===== src/rtl/bis_pkg.sv =====
// Shared constants, codes and types of the bilinear image sampler.
// Used by the channel interfaces and every sampler module.
package bis_pkg;

   localparam int STORE_DEPTH = 262144;
   localparam int STORE_AW    = $clog2(STORE_DEPTH);
   localparam int FRAC_BITS   = 8;
   localparam int MAX_DIM     = 4096;

   localparam int POS_W       = 20;
   localparam int INT_W       = POS_W - FRAC_BITS;
   localparam int DIM_W       = 13;
   localparam int CHAN_W      = 3;
   localparam int SEL_W       = 2;
   localparam int DATA_W      = 8;
   localparam int CSR_IDX_W   = 2;
   localparam int CSR_DATA_W  = DIM_W;

   localparam int WEIGHT_BITS = 16;
   localparam int WEIGHT_W    = WEIGHT_BITS + 1;
   localparam int WEIGHT_ONE  = 1 << WEIGHT_BITS;
   localparam int STRIDE_W    = DIM_W + CHAN_W - 1;
   localparam int ROWOFF_W    = INT_W + STRIDE_W;
   localparam int COLOFF_W    = INT_W + CHAN_W;
   localparam int BASE_W      = ROWOFF_W + 1;
   localparam int ACC_W       = WEIGHT_W + DATA_W;
   localparam int VALUE_W     = 16;
   localparam int OUT_SHIFT   = WEIGHT_BITS - 8;

   localparam int NBR_COUNT   = 4;
   localparam int NBR_W       = $clog2(NBR_COUNT);
   localparam int QUEUE_DEPTH = 4;
   localparam int QPTR_W      = $clog2(QUEUE_DEPTH);

   localparam int WIDTH_RESET  = 640;
   localparam int HEIGHT_RESET = 480;
   localparam int CHANS_RESET  = 3;

   localparam logic MODE_WRITE  = 1'b0;
   localparam logic MODE_SAMPLE = 1'b1;

   typedef enum logic [CSR_IDX_W-1:0] {
      CSR_WIDTH    = 2'd0,
      CSR_HEIGHT   = 2'd1,
      CSR_CHANNELS = 2'd2
   } csr_index_type;

   typedef enum logic [1:0] {
      BK_IDLE,
      BK_FETCH,
      BK_DRAIN,
      BK_PUSH
   } back_state_type;

   typedef struct packed {
      logic [DIM_W-1:0]    width;
      logic [DIM_W-1:0]    height;
      logic [CHAN_W-1:0]   chans;
      logic [STRIDE_W-1:0] stride;
   } cfg_type;

   typedef struct packed {
      logic                mode;
      logic [STORE_AW-1:0] write_addr;
      logic [DATA_W-1:0]   write_data;
      logic [POS_W-1:0]    x_pos;
      logic [POS_W-1:0]    y_pos;
      logic [SEL_W-1:0]    channel;
   } req_type;

   typedef struct packed {
      logic                 mode;
      logic [STORE_AW-1:0]  waddr;
      logic [DATA_W-1:0]    wdata;
      logic                 in_range;
      logic [ROWOFF_W-1:0]  row_off;
      logic [COLOFF_W-1:0]  col_off;
      logic [SEL_W-1:0]     ch;
      logic [FRAC_BITS-1:0] fx;
      logic [FRAC_BITS-1:0] fy;
   } fstage_type;

   typedef struct packed {
      logic                   is_write;
      logic                   in_range;
      logic [STORE_AW-1:0]    waddr;
      logic [DATA_W-1:0]      wdata;
      logic [BASE_W-1:0]      base;
      logic [FRAC_BITS-1:0]   fx;
      logic [FRAC_BITS-1:0]   fy;
      logic [WEIGHT_BITS-1:0] a3;
   } cmd_type;

endpackage


===== src/rtl/bis_if.sv =====
// Valid/ready channel interfaces of the sampler: request and response.
// Depends on bis_pkg for field widths.
interface bis_req_if import bis_pkg::*; ();
   logic                valid;
   logic                ready;
   logic                mode;
   logic [STORE_AW-1:0] write_addr;
   logic [DATA_W-1:0]   write_data;
   logic [POS_W-1:0]    x_pos;
   logic [POS_W-1:0]    y_pos;
   logic [SEL_W-1:0]    channel;

   modport source (output valid, mode, write_addr, write_data, x_pos, y_pos, channel,
                   input ready);
   modport sink   (input valid, mode, write_addr, write_data, x_pos, y_pos, channel,
                   output ready);
endinterface



===== src/rtl/bis_front.sv =====
// Front end: takes request transfers, checks range, forms base offsets and the fx*fy weight product.
// Depends on bis_pkg and bis_req_if; feeds the command queue.
module bis_front import bis_pkg::*; (
   input  logic        clock,
   input  logic        reset,
   bis_req_if.sink     req_if,
   input  cfg_type     cfg,
   output cmd_type     push_cmd,
   output logic        push_valid,
   input  logic        push_ready
);

   logic       s1_valid_ff, s1_valid_in;
   req_type    s1_ff, s1_in;
   logic       s2_valid_ff, s2_valid_in;
   fstage_type s2_ff, s2_in;

   logic                req_fire;
   logic                s2_adv;
   logic [INT_W-1:0]    ix, iy;
   logic                range_ok;
   logic [ROWOFF_W-1:0] row_off;
   logic [COLOFF_W-1:0] col_off;

   assign s2_adv       = !s2_valid_ff || push_ready;
   assign req_if.ready = !s1_valid_ff || s2_adv;
   assign req_fire     = req_if.valid && req_if.ready;

   assign ix = s1_ff.x_pos[POS_W-1:FRAC_BITS];
   assign iy = s1_ff.y_pos[POS_W-1:FRAC_BITS];

   assign range_ok = (CHAN_W'(s1_ff.channel) < cfg.chans)
                  && (cfg.width >= DIM_W'(2)) && (cfg.height >= DIM_W'(2))
                  && (DIM_W'(ix) < cfg.width - DIM_W'(1))
                  && (DIM_W'(iy) < cfg.height - DIM_W'(1));

   assign row_off = ROWOFF_W'(iy) * ROWOFF_W'(cfg.stride);
   assign col_off = COLOFF_W'(ix) * COLOFF_W'(cfg.chans);

   always_comb begin
      s1_valid_in = s1_valid_ff;
      s1_in       = s1_ff;
      if (req_fire) begin
         s1_valid_in      = 1'b1;
         s1_in.mode       = req_if.mode;
         s1_in.write_addr = req_if.write_addr;
         s1_in.write_data = req_if.write_data;
         s1_in.x_pos      = req_if.x_pos;
         s1_in.y_pos      = req_if.y_pos;
         s1_in.channel    = req_if.channel;
      end else if (s2_adv) begin
         s1_valid_in = 1'b0;
      end

      s2_valid_in = s2_valid_ff;
      s2_in       = s2_ff;
      if (s2_adv) begin
         s2_valid_in    = s1_valid_ff;
         s2_in.mode     = s1_ff.mode;
         s2_in.waddr    = s1_ff.write_addr;
         s2_in.wdata    = s1_ff.write_data;
         s2_in.in_range = range_ok;
         s2_in.row_off  = row_off;
         s2_in.col_off  = col_off;
         s2_in.ch       = s1_ff.channel;
         s2_in.fx       = s1_ff.x_pos[FRAC_BITS-1:0];
         s2_in.fy       = s1_ff.y_pos[FRAC_BITS-1:0];
      end
   end

   always_ff @(posedge clock) begin
      if (reset) begin
         s1_valid_ff <= 1'b0;
         s2_valid_ff <= 1'b0;
      end else begin
         s1_valid_ff <= s1_valid_in;
         s2_valid_ff <= s2_valid_in;
      end
      s1_ff <= s1_in;
      s2_ff <= s2_in;
   end

   always_comb begin
      push_valid        = s2_valid_ff;
      push_cmd.is_write = (s2_ff.mode == MODE_WRITE);
      push_cmd.in_range = s2_ff.in_range;
      push_cmd.waddr    = s2_ff.waddr;
      push_cmd.wdata    = s2_ff.wdata;
      push_cmd.base     = BASE_W'(s2_ff.row_off) + BASE_W'(s2_ff.col_off)
                        + BASE_W'(s2_ff.ch);
      push_cmd.fx       = s2_ff.fx;
      push_cmd.fy       = s2_ff.fy;
      push_cmd.a3       = WEIGHT_BITS'(s2_ff.fx) * WEIGHT_BITS'(s2_ff.fy);
   end

endmodule


===== src/flat_wrapper.sv =====
// flat-port wrapper written by rule: the top's interface ports become plain ports
module bis_front_flat import bis_pkg::*;
  (clock, reset, cfg, push_cmd, push_valid, push_ready, req_if_valid, req_if_mode, req_if_write_addr, req_if_write_data, req_if_x_pos, req_if_y_pos, req_if_channel, req_if_ready);
  bis_req_if req_if_i ();
  input  logic clock;
  input  logic reset;
  input  cfg_type cfg;
  output cmd_type push_cmd;
  output logic push_valid;
  input  logic push_ready;
  input wire logic [$bits(req_if_i.valid)-1:0] req_if_valid;
  input wire logic [$bits(req_if_i.mode)-1:0] req_if_mode;
  input wire logic [$bits(req_if_i.write_addr)-1:0] req_if_write_addr;
  input wire logic [$bits(req_if_i.write_data)-1:0] req_if_write_data;
  input wire logic [$bits(req_if_i.x_pos)-1:0] req_if_x_pos;
  input wire logic [$bits(req_if_i.y_pos)-1:0] req_if_y_pos;
  input wire logic [$bits(req_if_i.channel)-1:0] req_if_channel;
  output wire logic [$bits(req_if_i.ready)-1:0] req_if_ready;
  assign req_if_i.valid = req_if_valid;
  assign req_if_i.mode = req_if_mode;
  assign req_if_i.write_addr = req_if_write_addr;
  assign req_if_i.write_data = req_if_write_data;
  assign req_if_i.x_pos = req_if_x_pos;
  assign req_if_i.y_pos = req_if_y_pos;
  assign req_if_i.channel = req_if_channel;
  assign req_if_ready = req_if_i.ready;
  bis_front u_core (.clock(clock), .reset(reset), .req_if(req_if_i), .cfg(cfg), .push_cmd(push_cmd), .push_valid(push_valid), .push_ready(push_ready));
endmodule

===== config.mk =====
export PLATFORM = sky130hd
export DESIGN_NAME = bis_front_flat
export DESIGN_NICKNAME = d
export VERILOG_FILES = /design/src/rtl/bis_pkg.sv /design/src/rtl/bis_if.sv /design/src/rtl/bis_front.sv /design/src/flat_wrapper.sv
export SDC_FILE = /design/constraint.sdc
export NUM_CORES = 1
export LEC_CHECK = 0
export ABC_CLOCK_PERIOD_IN_PS = 7600
export BUFFER_PORTS_ARGS = -buffer_cell sky130_fd_sc_hd__buf_2
export CORE_MARGIN = 2
export CORE_UTILIZATION = 35
export CTS_CLUSTER_DIAMETER = 80
export DETAILED_ROUTE_END_ITERATION = 10
export GPL_TIMING_DRIVEN = 0
export PLACE_DENSITY_LB_ADDON = 0.1
export SLEW_MARGIN = 15
export SYNTH_ARGS = -nofsm -noshare
export SYNTH_HDL_FRONTEND = slang
export SYNTH_SLANG_ARGS = --single-unit
export TNS_END_PERCENT = 20

===== constraint.sdc =====
create_clock -name clock -period 7.6 [get_ports clock]
set_clock_uncertainty 0.05 [all_clocks]
set_input_delay 0.76 -clock clock [delete_from_list [all_inputs] [get_ports clock]]
set_output_delay 0.76 -clock clock [all_outputs]
set_load 0.02 [all_outputs]

Word-level counts from Yosys, hierarchy flattened
Cells that the tools add are included.
{ "op_classes": {"n_lt_le_gt_ge": 5, "multipliers": 3, "mux": 2, "add_sub_neg": 4, "bitwise_logic": 1, "reduce_logical": 10} }
{ "op_table": {"columns": ["cell", "n"], "rows": [
  ["$add 27x15->28", 1],
  ["$add 28x2->28", 1],
  ["$mul 12x15->27", 1],
  ["$ge 13x2->1 const B", 2],
  ["$lt 12x13->1", 2],
  ["$sub 13x1->13 const B", 2],
  ["$mul 8x8->16", 1],
  ["$mul 12x3->15", 1],
  ["$logic_and 1x1->1", 5],
  ["$lt 2x3->1", 1],
  ["$logic_not 1->1", 2],
  ["$logic_or 1x1->1", 2],
  ["$mux 1", 2],
  ["$reduce_bool 2->1", 1],
  ["$not 1->1", 1]
]} }
{ "totals": {"wordCells": 42, "inputBits": 117, "out_inout_bits": 90, "register_bits": 159} }

Depth between registers and ports, before layout
{ "depth": {"ltp_word": 5, "mapped_depth": 19, "ltp_nobuf": 18} }

Least setup slack after synthesis
Ideal clock, no wire load.
{ "synth_timing": {"path_type": "input to register", "from": "input port cfg[1] in the netlist's numbering", "to": "register u_core.s2_ff[57] in the netlist's numbering, data pin", "t_arrival_ns": 5.249, "setup_ns": 0.265, "slack_ns": 2.036, "path_buffers": 1, "required_time_ns": 7.285, "path_stages": 16, "cell_sequence": "clkbuf_1 nand2_1 fa_1 fa_1 inv_1 fa_1 fa_1 inv_1 fa_1 inv_1 ha_1 a2111o_1 o2111ai_1 a21bo_2 o21ai_0 xor2_1"} }
{ "synth_between": {"elab_chain_len": 1} }
{ "synth_lines": {"columns": ["element", "line_no", "rtl"], "rows": [
  ["start: declaration", "flat_wrapper.sv:7", "input cfg_type cfg;"],
  ["$mul 12x15->27", "bis_front.sv:37", "assign row_off = ROWOFF_W'(iy) * ROWOFF_W'(cfg.stride);"],
  ["named net u_core.row_off[24]", "bis_front.sv:22", "logic [ROWOFF_W-1:0] row_off;"],
  ["end signal: assignment", "bis_front.sv:80", "s2_ff <= s2_in;"],
  ["end: declaration", "bis_front.sv:16", "fstage_type s2_ff, s2_in;"]
]} }
The timed path passes the listed nets, and every way through them passes these cells.
A chain may end at the register's enable or synchronous reset.

Worst setup path in the final report
{ "layout_timing": {"from": "register u_core.s1_ff (netlist bit u_core.iy[11])", "to": "register u_core.s2_ff[55] in the netlist's numbering, data pin"} }
{ "layout_between": {"elab_chain_len": 1} }
{ "layout_lines": {"columns": ["element", "line_no", "rtl"], "rows": [
  ["start: declaration", "bis_front.sv:14", "req_type s1_ff, s1_in;"],
  ["start signal: assignment", "bis_front.sv:79", "s1_ff <= s1_in;"],
  ["$mul 12x15->27", "bis_front.sv:37", null],
  ["named net u_core.row_off[22]", "bis_front.sv:22", null]
]} }
The timed path passes the listed nets, and every way through them passes these cells.

==> impl_summary.log <==
[metrics] outcome: finished, final reports clean
[metrics] library cells used by synthesis: 63
[metrics] final non-filler cell total: between 2000 and 2500
[metrics] final setup TNS: 0 ns
[metrics] Max H-tree Level: 4
[metrics] Worst Hold Launch: u_core.s1_ff[5]
[metrics] Post-DP HPWL: around 32000 microns
[metrics] reg2reg end: u_core.s2_ff[55]
[metrics] placed cell count: roughly 2400
[metrics] post-detailed-route DRC marker count: 0
[metrics] number of nets in the final layout: approximately 2300
[metrics] Critical Path AT: 6.21 ns
[metrics] critical path's largest stage delay: between 0.5 and 0.6 ns
[metrics] Worst Setup EP: u_core.s2_ff[55]
[metrics] Clk Tree Root Cell: sky130_fd_sc_hd__clkbuf_16
[metrics] area of all sequential standard cells: approximately 4800 sq um
[metrics] clock tree from TritonCTS: done
[metrics] Diodes inserted: 0
[metrics] element type at the critical path start: flip-flop
[metrics] Static Leak: 0.00886 uW
[metrics] area added between synthesis and finish: 14.9%
[metrics] flop and latch count out of synthesis: approximately 160
[metrics] Post-CTS Hold Fix Bufs: 0
[metrics] dominant combinational cell family by area after synthesis: adder cells
[metrics] die width: 218 microns
[metrics] Synth Area in Adders: 0.357
[metrics] detailed-routing iteration count for the pre-antenna-repair pass: 4
[metrics] initial antenna violation count: 0
[metrics] largest voltage drop on the vdd net: between 0.0002 and 0.00025 V
[metrics] worst-skew pair later-pin latency: 0.48 ns
[metrics] ratio of final minimum period to clock period: 0.796
[metrics] area share of xor/xnor cells in the synthesized design: 0.0447
[metrics] number of top-level pins: just over 200
[metrics] multiplexer fraction of the synthesized cell area: 0.00125
[metrics] power per cell area: 366 nW/um^2
[metrics] die boundary height: 218 microns
[metrics] mean cell area of the mapped netlist: slightly above 10 sq um
[metrics] minimum clock period after layout: between 6 and 7 ns
[metrics] Top FF cell, synth: sky130_fd_sc_hd__edfxtp_1
[metrics] fraction of layout instances using a drive strength above 1: 0.165
[metrics] number of synthesized flops with an enable pin: approximately 160
[metrics] hold slack final: 0.366 ns
[metrics] Register-to-Register Path Depth: 16
[metrics] average wire per cell in the routed design: about 16 microns
[metrics] number of filler instances in the final layout: between 4000 and 5000
[metrics] post-synthesis simple-gate area fraction: 0.139
[metrics] most instantiated library cell after synthesis: sky130_fd_sc_hd__inv_1
[metrics] Worst Setup SP: u_core.iy[11]
[metrics] Setup Viol. Count Final: 0
[metrics] Synth Area in Compound Gates: 0.0708
[metrics] cts bufs inserted: 17
[metrics] routability-driven placement congestion ratio: around 0.83
[metrics] Resized cells post-CTS: 0
[metrics] area used by multi-input combinational logic: roughly 9900 sq um
[metrics] share of the synthesized area in the top cell type: 0.293
[metrics] Post-CTS Setup Repair Bufs: 0
[metrics] number of slew-limit violations in the final report: 0
[metrics] asr flop ratio synth: 0
[metrics] actual slew at the worst max-slew pin: 0.666 ns
[metrics] Core Box Area: between 40000 and 50000 sq um
[metrics] starting DRC count in detailed routing: around 490
[metrics] classification of the worst-slack hold path: flip-flop to flip-flop
[metrics] Max-cap violations: 0
[metrics] first-pass GRT wire length: between 60000 and 70000 microns
[metrics] number of buffers inserted by port buffering: 206
[metrics] initial core utilization: 0.354
[metrics] yosys synthesis warning count: 0
[metrics] Cells after Synth: between 1500 and 2000
[metrics] cells along the critical path: clkbuf_1, nand2_1, fa_1, fa_1, inv_1, fa_1, fa_1, inv_1, fa_1, inv_1, ha_1, a2111o_1, o2111ai_1, a21bo_2, mux2i_1, nand2_1
[metrics] data required time of the critical path: slightly below 8 ns
[metrics] Reg2Reg Setup Slack: ~1.6 ns
[metrics] number of nets with antenna violations after routing: 0
[metrics] most used cell along the critical path: sky130_fd_sc_hd__fa_1
[metrics] post-synthesis cell type with the largest combined area: sky130_fd_sc_hd__edfxtp_1
[metrics] final hold viol count: 0
[metrics] kind of critical path: flip-flop to flip-flop
[metrics] Critical Path Slowest Stage Cell: sky130_fd_sc_hd__edfxtp_1
[metrics] share of synthesized area occupied by flip-flops and latches: 0.296
[metrics] global route overflow: 0
[metrics] clock input transition at the sequential cells of the worst setup and hold paths: about 0.080 ns
[metrics] number of nets in the synthesized netlist: 2035
[metrics] floorplan row count: 78
[metrics] CP Capture Type: flip-flop
[metrics] Max Root-Sink Buffers: 2
[metrics] Total Die Area: 47700 sq um
[metrics] total routing usage reported by global routing: 0.168
[metrics] Netlist Area Pre-Place: between 15000 and 20000 sq um
[metrics] wire length after detailed routing: between 30000 and 40000 microns
[metrics] launch point of the worst reg-to-reg path: u_core.iy[11]
[metrics] clk sink count: approximately 160
[metrics] unrepaired setup endpoints after global routing: no
[metrics] maximum number of pins on one net before global-route repair: 60
[metrics] most used standard cells in the synthesized netlist: sky130_fd_sc_hd__inv_1 (269), sky130_fd_sc_hd__nand2_1 (214), sky130_fd_sc_hd__fa_1 (180)
[metrics] top cells by area, synth: sky130_fd_sc_hd__edfxtp_1 (29%), sky130_fd_sc_hd__fa_1 (22%), sky130_fd_sc_hd__ha_1 (13%)
[metrics] number of global-route vias before repair: 11588
[metrics] number of vias in the routed layout: 11215
[metrics] highest net fanout along the worst path: 10
[metrics] relative slew slack: 0.556
[metrics] highest attainable clock frequency: 165 MHz
[metrics] via count normalized by instance count: roughly 4.7
[per-layer routing]
layer | part of all wire | track usage | up-vias
li1 | - | - | 5552
met1 | 0.45 | 0.215 | 5434
met2 | 0.48 | 0.287 | 188
met3 | 0.044 | 0.0317 | 41
met4 | 0.020 | 0.0542 | 0
met5 | 0 | 0 | -
[worst min path at each step]
stage	to	cells after the start
after floorplan	u_core.push_cmd[16]	0
after global placement	u_core.push_cmd[76]	0
after detailed placement	u_core.push_cmd[64]	0
after CTS	u_core.iy[9]	1
after global routing	u_core.iy[9]	1
final	u_core.push_cmd[19]	0
[per-stage QoR]
step	power (uW)	util	setup WS (ns)	cell area [sq um]
3_3_place_gp	5940	0.393	1.28	17900
4_1_cts	6870	0.407	1.48	18500
6_report	6750	0.407	1.55	18500
2_1_floorplan	4740	-	2.04	16100
5_1_grt	7450	0.407	1.29	18500
3_5_place_dp	5960	0.395	1.27	17900
[cells by family (layout without fill, tap and decap cells)]
family	Yosys count	after routing
AOI/OAI and AO/OA	166	166
xor gates and xnor gates	82	82
adders and majority gates	350	350
buffers and inverters	348	588
DFF	159	159
muxes	2	2
and+or+nand+nor	461	461
[flip-flops by register name (all words and copies together), names as in the netlist]
signal,count
u_core.s2_ff,45
u_core.ix,12
u_core.s1_valid_ff,1
u_core.push_valid,1
u_core.push_cmd,43
u_core.iy,12
u_core.s1_ff,45
[power by group]
| part | internal (uW) | leakage [uW] | switching, uW |
|---|---|---|---|
| clock | 429 | 0.000274 | 417 |
| combinational | 1840 | 0.00696 | 2750 |
| sequential | 1230 | 0.00162 | 83.3 |
| total | 3500 | 0.00886 | 3250 |
[critical path, delay by kind of cell, from the launching register on]
kind,cells,cell delay (ns)
fa+ha+maj,6,3.03
compound gates,3,1.05
buf+inv,4,0.61
flops,1,0.59
simple gates,2,0.23
mux,1,0.20
[area by class of cell]
cell class	instances	area share
buffer	79	0.0249
sequential	159	0.257
clock buffer	18	0.0232
inverter	269	0.0548
multi-input combinational	1061	0.533
timing repair buffer	208	0.0588
clock inverter	14	0.00671
tap	600	0.0407
[cells in the final DEF, fill, tap and decap left out, types with 6 or more instances in the layout]
cell type                   count
sky130_fd_sc_hd__clkbuf_1      36
sky130_fd_sc_hd__nor3_1        26
sky130_fd_sc_hd__nor2b_1        9
sky130_fd_sc_hd__nand2b_1      10
sky130_fd_sc_hd__clkbuf_16     17
sky130_fd_sc_hd__edfxtp_1     157
sky130_fd_sc_hd__a211oi_1       8
sky130_fd_sc_hd__nand4_1       14
sky130_fd_sc_hd__inv_1        268
sky130_fd_sc_hd__nand3_1       18
sky130_fd_sc_hd__nor2_1        40
sky130_fd_sc_hd__nand2_1      214
sky130_fd_sc_hd__nor4_1         8
sky130_fd_sc_hd__and3_1         6
sky130_fd_sc_hd__xnor2_1       60
sky130_fd_sc_hd__o21ai_0       29
sky130_fd_sc_hd__a21o_1        16
sky130_fd_sc_hd__a21oi_1       46
sky130_fd_sc_hd__buf_4         43
sky130_fd_sc_hd__and2_1        96
sky130_fd_sc_hd__o21a_1        10
sky130_fd_sc_hd__ha_1         170
sky130_fd_sc_hd__xor2_1        22
sky130_fd_sc_hd__buf_2        207
sky130_fd_sc_hd__a31oi_1        6
sky130_fd_sc_hd__fa_1         180
Note: power is estimated with default switching activity, not from simulation.
