[config.mk]
export PLATFORM = sky130hd
export DESIGN_NAME = bis_queue
export DESIGN_NICKNAME = d
export VERILOG_FILES = /design/src/rtl/bis_pkg.sv /design/src/rtl/bis_queue.sv
export SDC_FILE = /design/constraint.sdc
export NUM_CORES = 1
export LEC_CHECK = 0
export BUFFER_PORTS_ARGS = -buffer_cell sky130_fd_sc_hd__buf_2
export CAP_MARGIN = 10
export CELL_PAD_IN_SITES_DETAIL_PLACEMENT = 1
export CELL_PAD_IN_SITES_GLOBAL_PLACEMENT = 2
export CORE_AREA = 2 2 174 176
export CTS_CLUSTER_SIZE = 10
export DETAILED_ROUTE_END_ITERATION = 8
export DIE_AREA = 0 0 176 178
export PLACE_DENSITY = 0.9
export SETUP_SLACK_MARGIN = 0.15
export SYNTH_ARGS = -nofsm -noshare
export SYNTH_HDL_FRONTEND = slang
export SYNTH_SLANG_ARGS = --single-unit
export TNS_END_PERCENT = 30
[constraint.sdc]
create_clock -name clock -period 4 [get_ports clock]
set_input_delay 0.8 -clock clock [delete_from_list [all_inputs] [get_ports clock]]
set_output_delay 0.8 -clock clock [all_outputs]
set_load 0.02 [all_outputs]
[src/rtl/bis_pkg.sv]
// Shared constants, codes and types of the bilinear image sampler.
// Used by the channel interfaces and every sampler module.
package bis_pkg;

   localparam int STORE_DEPTH = 262144;
   localparam int STORE_AW    = $clog2(STORE_DEPTH);
   localparam int FRAC_BITS   = 8;
   localparam int MAX_DIM     = 4096;

   localparam int POS_W       = 20;
   localparam int INT_W       = POS_W - FRAC_BITS;
   localparam int DIM_W       = 13;
   localparam int CHAN_W      = 3;
   localparam int SEL_W       = 2;
   localparam int DATA_W      = 8;
   localparam int CSR_IDX_W   = 2;
   localparam int CSR_DATA_W  = DIM_W;

   localparam int WEIGHT_BITS = 16;
   localparam int WEIGHT_W    = WEIGHT_BITS + 1;
   localparam int WEIGHT_ONE  = 1 << WEIGHT_BITS;
   localparam int STRIDE_W    = DIM_W + CHAN_W - 1;
   localparam int ROWOFF_W    = INT_W + STRIDE_W;
   localparam int COLOFF_W    = INT_W + CHAN_W;
   localparam int BASE_W      = ROWOFF_W + 1;
   localparam int ACC_W       = WEIGHT_W + DATA_W;
   localparam int VALUE_W     = 16;
   localparam int OUT_SHIFT   = WEIGHT_BITS - 8;

   localparam int NBR_COUNT   = 4;
   localparam int NBR_W       = $clog2(NBR_COUNT);
   localparam int QUEUE_DEPTH = 4;
   localparam int QPTR_W      = $clog2(QUEUE_DEPTH);

   localparam int WIDTH_RESET  = 640;
   localparam int HEIGHT_RESET = 480;
   localparam int CHANS_RESET  = 3;

   localparam logic MODE_WRITE  = 1'b0;
   localparam logic MODE_SAMPLE = 1'b1;

   typedef enum logic [CSR_IDX_W-1:0] {
      CSR_WIDTH    = 2'd0,
      CSR_HEIGHT   = 2'd1,
      CSR_CHANNELS = 2'd2
   } csr_index_type;

   typedef enum logic [1:0] {
      BK_IDLE,
      BK_FETCH,
      BK_DRAIN,
      BK_PUSH
   } back_state_type;

   typedef struct packed {
      logic [DIM_W-1:0]    width;
      logic [DIM_W-1:0]    height;
      logic [CHAN_W-1:0]   chans;
      logic [STRIDE_W-1:0] stride;
   } cfg_type;

   typedef struct packed {
      logic                mode;
      logic [STORE_AW-1:0] write_addr;
      logic [DATA_W-1:0]   write_data;
      logic [POS_W-1:0]    x_pos;
      logic [POS_W-1:0]    y_pos;
      logic [SEL_W-1:0]    channel;
   } req_type;

   typedef struct packed {
      logic                 mode;
      logic [STORE_AW-1:0]  waddr;
      logic [DATA_W-1:0]    wdata;
      logic                 in_range;
      logic [ROWOFF_W-1:0]  row_off;
      logic [COLOFF_W-1:0]  col_off;
      logic [SEL_W-1:0]     ch;
      logic [FRAC_BITS-1:0] fx;
      logic [FRAC_BITS-1:0] fy;
   } fstage_type;

   typedef struct packed {
      logic                   is_write;
      logic                   in_range;
      logic [STORE_AW-1:0]    waddr;
      logic [DATA_W-1:0]      wdata;
      logic [BASE_W-1:0]      base;
      logic [FRAC_BITS-1:0]   fx;
      logic [FRAC_BITS-1:0]   fy;
      logic [WEIGHT_BITS-1:0] a3;
   } cmd_type;

endpackage

[src/rtl/bis_queue.sv]
// Short command queue between the sampler front end and back end.
// Depends on bis_pkg for the command type and depth.
module bis_queue import bis_pkg::*; (
   input  logic    clock,
   input  logic    reset,
   input  cmd_type push_cmd,
   input  logic    push_valid,
   output logic    push_ready,
   output cmd_type pop_cmd,
   output logic    pop_valid,
   input  logic    pop_ready
);

   cmd_type           entry_ff [QUEUE_DEPTH];
   logic [QPTR_W-1:0] wr_ptr_ff, wr_ptr_in;
   logic [QPTR_W-1:0] rd_ptr_ff, rd_ptr_in;
   logic [QPTR_W:0]   count_ff, count_in;
   logic              push_fire, pop_fire;

   assign push_ready = (count_ff != (QPTR_W+1)'(QUEUE_DEPTH));
   assign pop_valid  = (count_ff != '0);
   assign pop_cmd    = entry_ff[rd_ptr_ff];
   assign push_fire  = push_valid && push_ready;
   assign pop_fire   = pop_valid && pop_ready;

   always_comb begin
      wr_ptr_in = push_fire ? wr_ptr_ff + QPTR_W'(1) : wr_ptr_ff;
      rd_ptr_in = pop_fire  ? rd_ptr_ff + QPTR_W'(1) : rd_ptr_ff;
      count_in  = count_ff;
      if (push_fire && !pop_fire) begin
         count_in = count_ff + (QPTR_W+1)'(1);
      end else if (pop_fire && !push_fire) begin
         count_in = count_ff - (QPTR_W+1)'(1);
      end
   end

   always_ff @(posedge clock) begin
      if (reset) begin
         wr_ptr_ff <= '0;
         rd_ptr_ff <= '0;
         count_ff  <= '0;
      end else begin
         wr_ptr_ff <= wr_ptr_in;
         rd_ptr_ff <= rd_ptr_in;
         count_ff  <= count_in;
      end
      if (push_fire) begin
         entry_ff[wr_ptr_ff] <= push_cmd;
      end
   end

endmodule

* Word-level counts from Yosys, hierarchy flattened
Memories as Yosys holds them, arrays and structs flattened. A register that Yosys moved wholly into a read port is not among the register bits.
Index checks and enable logic that the tools add are counted.
** Word-level totals
- Input bits :: 92
- Register bits :: 7
- Word-level logic and storage cells :: 23
- Output and inout port bits :: 90
- Memories :: 1
- Bits in writable memories :: 352
** Memories
- entry_ff :: depth 4, bits a word 88, rd ports 1, clocked after Yosys merged registers in 1, write ports 1, RTL line bis_queue.sv:14 : cmd_type entry_ff [QUEUE_DEPTH];
** Cells by class
- $add $sub $neg :: 4
- Mux-type cells :: 6
- Reduce and logical (&&, ||, !) cells :: 8
- Equal/unequal tests :: 1
** Operators with widths (count)
- $mux 3 :: 2
- $add 2x1->2 const B :: 2
- $logic_and 1x1->1 :: 4
- $mux 2 :: 2
- $add 3x1->3 const B :: 1
- $ne 3x3->1 const B :: 1
- $reduce_bool 3->1 :: 1
- $sub 3x1->3 const B :: 1
- $logic_not 1->1 :: 2
- $mux 1 :: 2
- $reduce_bool 2->1 :: 1

* Logic depth before layout (Yosys ltp)
Gate-level depths: netlist of the first run.
- Word-level depth :: 6
- Gate-level depth with buffers :: 8
- Gate-level depth less buffers :: 8

* Worst setup path after synthesis of the first run
Ideal clock, no wire load.
- Path type :: input -> register
- From :: input push_valid
- To :: memory entry_ff[2][0] in the netlist's numbering, enable pin
- Data required time :: 3.544 ns
- Library setup time :: 0.456 ns
- Stages on the path :: 2
- Setup slack :: 0.392 ns
- Path buffers :: 0
- Data arrival time :: 3.151 ns
- Cell sequence :: a21boi_2 -> and2_1
** Between the ends
- Cells in the longest elaborated chain, start to end :: 3
** RTL lines
- start, declared :: RTL line bis_queue.sv:7 : input logic push_valid,
- $logic_and 1x1->1 :: RTL line bis_queue.sv:23 : assign push_fire = push_valid && push_ready;
- $mux 1 :: RTL line bis_queue.sv:47 : if (push_fire) begin
- $mux 1 (not written as such) :: RTL line bis_queue.sv:48 : entry_ff[wr_ptr_ff] <= push_cmd;
- end, declared :: RTL line bis_queue.sv:14
Every way passes these cells.

==> flow_summary.ini, run 1 <==
[drt]
first_pass_iters = 5
wl_per_cell_um = 23.3
drc = 0
drt-initial-drc-count = 286
wirelength_um = 26400
vias_per_cell = 5.27
vias = 5984
detail-route-antenna-nets = 0

[clocking]
cts.sinks = 361
cts_tree = yes
cts-resized-gates = 0
clk_latency_ns = 0.51
cts_setup_buffers = 0
clockBufferDepth = 3
ctsRootBufferMaster = clkbuf_16
clkTransAtPathRegs_ns = 0.05
cts_max_level = 2
cts_made_buffers = 42
holdBufCountCts = 0

[floorplan]
io_pins = 182
die_area_um2 = 31300
initial_core_util_pct = 44.7
die_h_um = 178
die_w_um = 176
rows = 63
fp.coreArea_um2 = 29400

[worst_setup_path]
worstRegToRegCells = 4
cp.arrival_ns = 2.31
cp-end-kind = primary output
cp_max_fo = 46
worstPathRequired_ns = 3.20
path_cells = buf_12, mux4_2, buf_2
cp.depth = 3
cp-start-kind = flip-flop
path_delay_family = flip-flops
critPathKind = reg -> out
path_buf_inv = 2
cp_slowest_cell = dfxtp_4
slowest_delay_ns = 0.81

[finish]
drive_gt1_share_pct = 44.9
nets = 820
area_growth_syn_to_layout_pct = 20.1
fin_cells = 1135
n_fill_cell = 2545

[timing]
finClkSkew_ns = 0.0103
min_period_ns = 3.11
setup_ws_ns = 0.888
setup_tns_ns = 0
fmax_mhz = 321
period_share_pct = 77.8
slew_viol_final = 0
rsz0062_at_grt = no
worst_hold_slack_ns = 0.497
tightest_slew_ns = 0.763
hold_violations = 0
slew_headroom_pct = 49.1
final-setup-viol-count = 0

[global_routing]
grt_overflow = 0
grt_pass1_wl_um = 40300
grt_usage_pct = 17.2
antenna_found_initial = 6
grt_pass1_vias = 6858
grt_max_degree = 52

[placed_design]
pre_cts_ws_ns = 1.32
hpwlAfterDp_um = 16600
place_congestion = 0.706
port_buffers = 181
placed_cells = 1068

[synth]
syn_area_um2 = 13200
avgSynthCellArea_um2 = 25.9
syn_inst = 508
synth_top_area_cell = edfxtp_1
ys_warn_count = 0
synth.top_cells.by_area = edfxtp_1 (80%), mux4_2 (15%), dfxtp_1 (1.4%)
synth_top_area_share_pct = 80.4
ys_seq_elements = 361
yosysUniqueCellTypes = 24
seq_area_frac_synth_pct = 81.7
syn-num-nets = 606

[power_and_ir_drop]
p_leak_nw = 5.27
p_per_area_nw_per_um2 = 681
p_total_mw = 10.8
vdd_drop_max_mv = 0.366

[run]
drv_cap = 0

[min_path]
min_path_cells = 1
hold_class = in -> reg

[status]
status = finished, final reports clean
## state kept, by name, indices dropped and copies added (netlist names), named ones only
signal	flops
entry_ff	352
count_ff	3
rd_ptr_ff	2
wr_ptr_ff	2
## kinds of logic after synthesis
family / count (synthesis) / synth area share, %
AO/OA/AOI/OAI: 5 / 0.285
multiplexers: 91 / 15.3
buffers and inverters: 24 / 1.13
adder cells (fa/ha/maj): 6 / 0.628
XOR/XNOR: 4 / 0.266
flip-flops: 361 / 81.7
AND/OR/NAND/NOR: 17 / 0.637
## cell usage after synthesis
cell type and number:
o31ai_1 1, fa_1 1, clkbuf_1 7, o311ai_0 1, and2_1 4, buf_12 1
a21oi_1 1, a21boi_2 1, nand2b_1 2, edfxtp_1 352, buf_2 10, xor2_1 4
nand2_1 1, dfxtp_1 9, buf_6 1, ha_1 5, inv_1 3, o21ai_0 1
or3_1 2, buf_8 2, mux4_2 88, nor2_1 8, mux2_2 1, mux2i_1 2
## cells in the final DEF, fill, tap and decap left out, types with 5 or more instances in the layout
| cell | n |
|---|---|
| mux4_2 | 88 |
| nor2_1 | 8 |
| clkbuf_16 | 45 |
| buf_2 | 181 |
| edfxtp_1 | 352 |
| clkbuf_1 | 17 |
| buf_4 | 5 |
| dfxtp_1 | 7 |
| ha_1 | 5 |
| buf_12 | 5 |
## cell type report
cell class	count	area, µm²	area share, %
Clock buffer	62	1190	7.53
Antenna cell	4	10.0	0.0634
Sequential cell	361	10800	68.1
Clock inverter	1	30.0	0.190
Inverter	3	11.3	0.0713
Timing Repair Buffer	191	1040	6.61
Multi-Input combinational cell	123	2260	14.3
Tap cell	390	488	3.09
## routing by layer
metal	global-route usage, %	part of all wire [%]	vias up	wire [µm]
li1	-	-	2606	-
met3	4.13	5.7	58	1500
met1	21.0	39	3135	10400
met4	5.23	2.4	4	636
met2	30.6	52	181	13900
met5	0	0.10	-	27
## stage by stage
step | area, µm² | util [%]
after floorplan | 13200 | -
after global placement | 14600 | 49.5
after detailed placement | 14600 | 49.5
after CTS | 15800 | 53.7
after global routing | 15800 | 53.7
final | 15800 | 53.7
## report_power, final
part,internal (mW),total [mW],switching [mW]
logic,1.09,2.59,1.51
clock network,2.09,3.41,1.32
registers,4.60,4.75,0.151
## worst paths after layout
kind                start              end  slack, ns
max             flip-flop      pop_cmd[74]       0.89
min          push_cmd[13]  entry_ff[3][13]       0.50
max reg2reg   count_ff[0]  entry_ff[0][27]       1.69
min reg2reg  wr_ptr_ff[1]     wr_ptr_ff[1]       0.53
## worst register-to-register path, stage by stage (launching register included)
cell and delay (ns):
dfxtp_1 0.46, nor2_1 0.11, a21boi_2 0.32, and2_4 0.68, buf_12 0.37
Power figures use the tool's default switching activity.
==> run 2: changes to the inputs <==
ABC_AREA = 1   (was default)
CORE_AREA = 2 2 197 199   (was 2 2 174 176)
DIE_AREA = 0 0 199 201   (was 0 0 176 178)
PLACE_DENSITY = 0.85   (was 0.9)
clock period = 2.6 ns   (was 4 ns; I/O delays follow)
==> run 2 against run 1 <==
Non-clock buffer count increased by 34. Critical path depth increased by 3. Combinational power increased by 98%. Die area increased by 28%. Synthesized cell count increased by 81%. Sequential share of layout area decreased by 4.1 points. Final cell count increased by 48%. Utilization decreased by 9.6 points. Clock skew increased by 0.0051 ns. Critical path type unchanged. Critical endpoint is now pop_cmd[86].
==> flow_summary.ini, run 2 <==
[power_and_ir_drop]
p_leak_nw = 5.91
p_per_area_nw_per_um2 = 1060
vdd_drop_max_mv = 0.650

[synth]
synth_top_family_by_area = compound AO/OA/AOI/OAI gates
synth_edf_count = 352
muxShareOfSynthArea_pct = 0
syn_inst = 918
ys.flop_type = edfxtp_1
ys_warn_count = 0
yosysMostFrequentCell = edfxtp_1
seq_area_frac_synth_pct = 79.7
synth-simple-area-share_pct = 5.91
syn_area_um2 = 13500
synth_top_area_share_pct = 78.4
ys_seq_elements = 361
synthAdderAreaFrac_pct = 0.613
synthTopCellsByCount = edfxtp_1 (352), nor2_1 (190), o21ai_0 (122)
synth_compound_area_share_pct = 10.8
synthArstFlopShare_pct = 0
avgSynthCellArea_um2 = 14.7
yosysUniqueCellTypes = 22
synth_top_area_cell = edfxtp_1
syn-num-nets = 1016
synth.top_cells.by_area = edfxtp_1 (78%), nor2_1 (5.3%), o21ai_0 (4.5%)
synth_xor_area_share_pct = 0.0650

[worst_setup_path]
cp_common_cell = buf_12
path_cells = buf_12, inv_16, buf_12, o21ai_0, o22ai_1, buf_4
reg2reg_slack_ns = 0.54
cp-start-kind = flip-flop
worstPathRequired_ns = 2.08
cp-end-kind = primary output
worstRegToRegCells = 9
cp.arrival_ns = 1.92
slowest_delay_ns = 0.36
critPathKind = reg -> out
cp_max_fo = 26
cp_slowest_cell = dfxtp_4

[drt]
drt-initial-drc-count = 347
wirelength_um = 36100
detail-route-antenna-nets = 0
vias_per_cell = 5.09
drc = 0
first_pass_iters = 4
wl_per_cell_um = 21.5
vias = 8530

[timing]
final-setup-viol-count = 0
hold_violations = 0
finClkSkew_ns = 0.0154
fmax_mhz = 411
setup_tns_ns = 0
tightest_slew_ns = 0.588
slew_viol_final = 0
rsz0062_at_grt = yes
period_share_pct = 93.7
min_period_ns = 2.44
slew_headroom_pct = 60.8

[floorplan]
rows = 72
die_w_um = 199
fp.coreArea_um2 = 38100
io_pins = 182
die_area_um2 = 40000
initial_core_util_pct = 35.4
die_h_um = 201

[finish]
final_common_cell = edfxtp_1
regMostFlops = entry_ff
area_growth_syn_to_layout_pct = 24.8
drive_gt1_share_pct = 25.4
largest_reg_flops = 352
n_fill_cell = 3862
nets = 1231
fin_cells = 1676
most-common-layout-cells = edfxtp_1 (352), nor2_1 (186), buf_2 (167)
reg_top3 = entry_ff x352, count_ff x3

[status]
status = finished, final reports clean

[global_routing]
grt_pass1_wl_um = 53600
grt_overflow = 0
grt_max_degree = 61
grt_pass1_vias = 9151
antenna_found_initial = 7
grt_usage_pct = 18.1

[clocking]
clk_latency_ns = 0.55
cts.sinks = 361
cts_tree = yes
clockBufferDepth = 3
ctsRootBufferMaster = clkbuf_16
cts_max_level = 2
cts_made_buffers = 43
clkTransAtPathRegs_ns = 0.06

[min_path]
min_path_cells = 1
hold_class = in -> reg

[placed_design]
placed_cells = 1584
port_buffers = 181
place_congestion = 0.719
hpwlAfterDp_um = 18500

[run]
drv_cap = 0
==> run 2: cell types whose count changed after synthesis, moves of 7 or more <==
| cell | previous run | this run |
|---|---|---|
| nor2_1 | 8 | 190 |
| o21ai_0 | 1 | 122 |
| mux4_2 | 88 | 0 |
| o22ai_1 | 0 | 88 |
| o21ai_1 | 0 | 55 |
| clkbuf_1 | 7 | 25 |
| nand2_1 | 1 | 15 |
| inv_1 | 3 | 14 |
| buf_6 | 1 | 9 |
| buf_4 | 0 | 7 |
==> run 2: power by group <==
| part | total [mW] | switching, mW | leakage [nW] | internal [mW] |
|---|---|---|---|---|
| Clock | 5.37 | 2.15 | 0.598 | 3.22 |
| Combinational | 5.12 | 3.42 | 2.01 | 1.71 |
| Sequential | 7.25 | 0.173 | 3.30 | 7.08 |
==> run 2: worst paths after layout <==
kind	endpoint	start
worst max-delay path	pop_cmd[86]	flip-flop
worst min-delay path	entry_ff[2][38]	push_cmd[38]
worst max register to register	count_ff[1]	count_ff[1]
worst min register to register	flip-flop	rd_ptr_ff[1]
==> run 2: cell type report <==
type | count | area, µm² | area share, %
timing repair buffer | 225 | 1650 | 9.80
clock inverter | 6 | 50.0 | 0.298
clock buffer | 61 | 1190 | 7.05
timing repair inverter | 1 | 8.76 | 0.0521
inverter | 16 | 81.3 | 0.484
tap | 518 | 648 | 3.85
multi-input combinational | 485 | 2430 | 14.4
antenna | 3 | 7.51 | 0.0446
sequential | 361 | 10800 | 64.0
==> run 2: per-stage QoR <==
stage          setup WS, ns  hold WS (ns)  power [mW]  area (µm²)  util [%]
2_1_floorplan         0.162         0.459        10.2       13500         -
3_3_place_gp          0.409         0.480        11.7       15100      39.5
3_5_place_dp          0.333         0.490        11.8       15100      39.5
4_1_cts               0.135         0.142        17.9       16700      43.8
5_1_grt              0.0947         0.163        18.6       16800      44.1
6_report              0.164         0.182        17.8       16800      44.1
==> run 2: worst max-delay path, delay by kind of cell, from the launching register on <==
kind,cells,cell delay [ns]
AOI/OAI and AO/OA,2,0.31
buffers and inverters,4,0.68
DFF,1,0.36
==> run 2: cells by family after synthesis <==
group,Yosys count
and+or+nand+nor,210
xor gates and xnor gates,1
buffers and inverters,72
adders and majority gates,6
DFF,361
AOI/OAI and AO/OA,268
==> run 2: repair_timing <==
| action | CTS | global route |
|---|---|---|
| gates resized for setup | 25 | 19 |
| gates cloned | 7 | 2 |
| hold buffers | 0 | 0 |
| endpoints found under the setup margin | 88 | 48 |
| setup buffers | 13 | 0 |
| pin swaps | 1 | 1 |
==> run 2: routing by layer <==
| layer | share of wire, % | track usage [%] | vias up | wire length [µm] |
|---|---|---|---|---|
| met4 | 2.6 | 7.22 | 6 | 954 |
| li1 | - | - | 3889 | - |
| met3 | 6.2 | 4.55 | 81 | 2250 |
| met5 | 0.10 | 0 | - | 37 |
| met2 | 49 | 30.4 | 237 | 17600 |
| met1 | 42 | 22.5 | 4317 | 15200 |
==> run 3: changes to the inputs <==
ABC_AREA = default   (was 1)
CORE_AREA = 2 2 139 242   (was 2 2 197 199)
CTS_CLUSTER_SIZE = default   (was 10)
DIE_AREA = 0 0 141 244   (was 0 0 199 201)
PLACE_DENSITY = 0.86   (was 0.85)
==> run 3 against run 2 <==
Clock skew grew 0.0014 ns. Final area shrank 3.7%. Worst setup slack worse by 0.041 ns. Clock power decreased by 14%. Critical path depth fell by 2. Total power down 5.1%. Combinational power shrank 3%. Register-to-register slack worse by 0.05 ns. Non-clock buffer count down 15. Critical path type unchanged. Largest power group unchanged.
==> flow_summary.ini, run 3 (synthesis results as in run 1) <==
[timing]
setup_ws_ns = 0.124
slew_viol_final = 0
slew_headroom_pct = 64.0
finClkSkew_ns = 0.0167
final-setup-viol-count = 0
min_period_ns = 2.48
worst_hold_slack_ns = 0.220
tightest_slew_ns = 0.533
period_share_pct = 95.2
hold_violations = 0
fmax_mhz = 404
rsz0062_at_grt = yes
setup_tns_ns = 0

[global_routing]
antenna_found_initial = 1
grt_pass1_vias = 6724
grt_pass1_wl_um = 40400
grt_overflow = 0
grt_usage_pct = 15.7
grt_max_degree = 89

[worst_setup_path]
cp_slowest_cell = mux4_2
path_cells = buf_8, clkbuf_16, mux4_2, buf_2
cp.arrival_ns = 1.96
path_buf_inv = 3
worstRegToRegCells = 7
cp-start-kind = flip-flop
slowest_delay_ns = 0.49
path_delay_family = buffers and inverters
cp-end-kind = primary output
critPathKind = reg -> out
cp_max_fo = 6
worstPathRequired_ns = 2.08
cp.depth = 4

[placed_design]
hpwlAfterDp_um = 16400
pre_cts_ws_ns = 0.470
port_buffers = 181
place_congestion = 0.735

[clocking]
ctsRootBufferMaster = clkbuf_16
cts_tree = yes
cts_max_level = 2
clockBufferDepth = 3
cts_made_buffers = 34
clkTransAtPathRegs_ns = 0.06
clk_latency_ns = 0.51
cts.sinks = 361

[floorplan]
fp.coreArea_um2 = 32300
initial_core_util_pct = 40.7
die_area_um2 = 34400
rows = 87
io_pins = 182
die_w_um = 141
die_h_um = 244

[finish]
regMostFlops = entry_ff
n_fill_cell = 2853
drive_gt1_share_pct = 46.7
largest_reg_flops = 352
area_growth_syn_to_layout_pct = 23.1
reg_top3 = entry_ff x352, count_ff x3
most-common-layout-cells = edfxtp_1 (352), buf_2 (155), mux4_2 (88)
final_common_cell = edfxtp_1
nets = 831

[drt]
detail-route-antenna-nets = 0
drc = 0
vias_per_cell = 5.16
vias = 5958
drt-initial-drc-count = 280
first_pass_iters = 4
wl_per_cell_um = 23.3
wirelength_um = 27000

[power_and_ir_drop]
p_per_area_nw_per_um2 = 1040
p_leak_nw = 5.43
vdd_drop_max_mv = 0.650
p_total_mw = 16.8

[status]
status = finished, final reports clean

[min_path]
min_path_cells = 1
hold_class = in -> reg

[run]
drv_cap = 0
==> run 3: worst register-to-register path, cell delays in order (launching register included) <==
cell,delay (ns)
dfxtp_1,0.38
o31ai_1,0.38
ha_1,0.26
inv_1,0.06
fa_1,0.37
xor2_1,0.16
or3_1,0.31
a21oi_1,0.14
==> run 3: worst paths after layout <==
kind	startpoint	slack, ns	end
worst max-delay path	flip-flop	0.12	pop_cmd[56]
worst min-delay path	push_cmd[25]	0.22	entry_ff[0][25]
worst max register to register	count_ff[0]	0.49	count_ff[2]
worst min register to register	wr_ptr_ff[1]	0.53	wr_ptr_ff[1]
==> run 3: layout make-up <==
class                   count  area, µm²  area share [%]
repair buffers            210       1620            10.0
inverters                   3       11.3          0.0696
clock inverters            16        134           0.827
clock buffers              41        898            5.55
well taps                 400        500            3.09
flip-flops and latches    361      10800            66.4
multi-input cells         123       2260            14.0
diodes                      1       2.50          0.0155
==> run 3: timing repair <==
action | in CTS | in global routing
resized for setup | 44 | 24
cloned | 4 | 3
endpoints found under the setup margin | 88 | 88
hold buffers | 0 | 0
pin swaps | 0 | 0
setup buffers | 5 | 1
==> run 3: through the flow <==
step | util (%) | instance area, µm² | instances
finish | 50.1 | 16200 | 1155
global route | 50.1 | 16200 | 1155
CTS | 49.6 | 16000 | 1150
detailed placement | 45.5 | 14700 | 1084
global placement | 45.5 | 14700 | 1084
floorplan | - | 13200 | 508
==> run 3: layer usage <==
| layer | global-route usage, % | wire length (µm) | vias up |
|---|---|---|---|
| li1 | - | - | 2625 |
| met1 | 17.5 | 9700 | 3093 |
| met2 | 28.6 | 14900 | 170 |
| met3 | 3.00 | 1190 | 70 |
| met4 | 7.53 | 1210 | 0 |
| met5 | 0 | 0 | - |
==> run 3: where the power goes <==
group | internal (mW) | total (mW) | switching, mW
logic | 2.35 | 4.97 | 2.61
clock network | 2.66 | 4.63 | 1.97
registers | 7.06 | 7.25 | 0.188
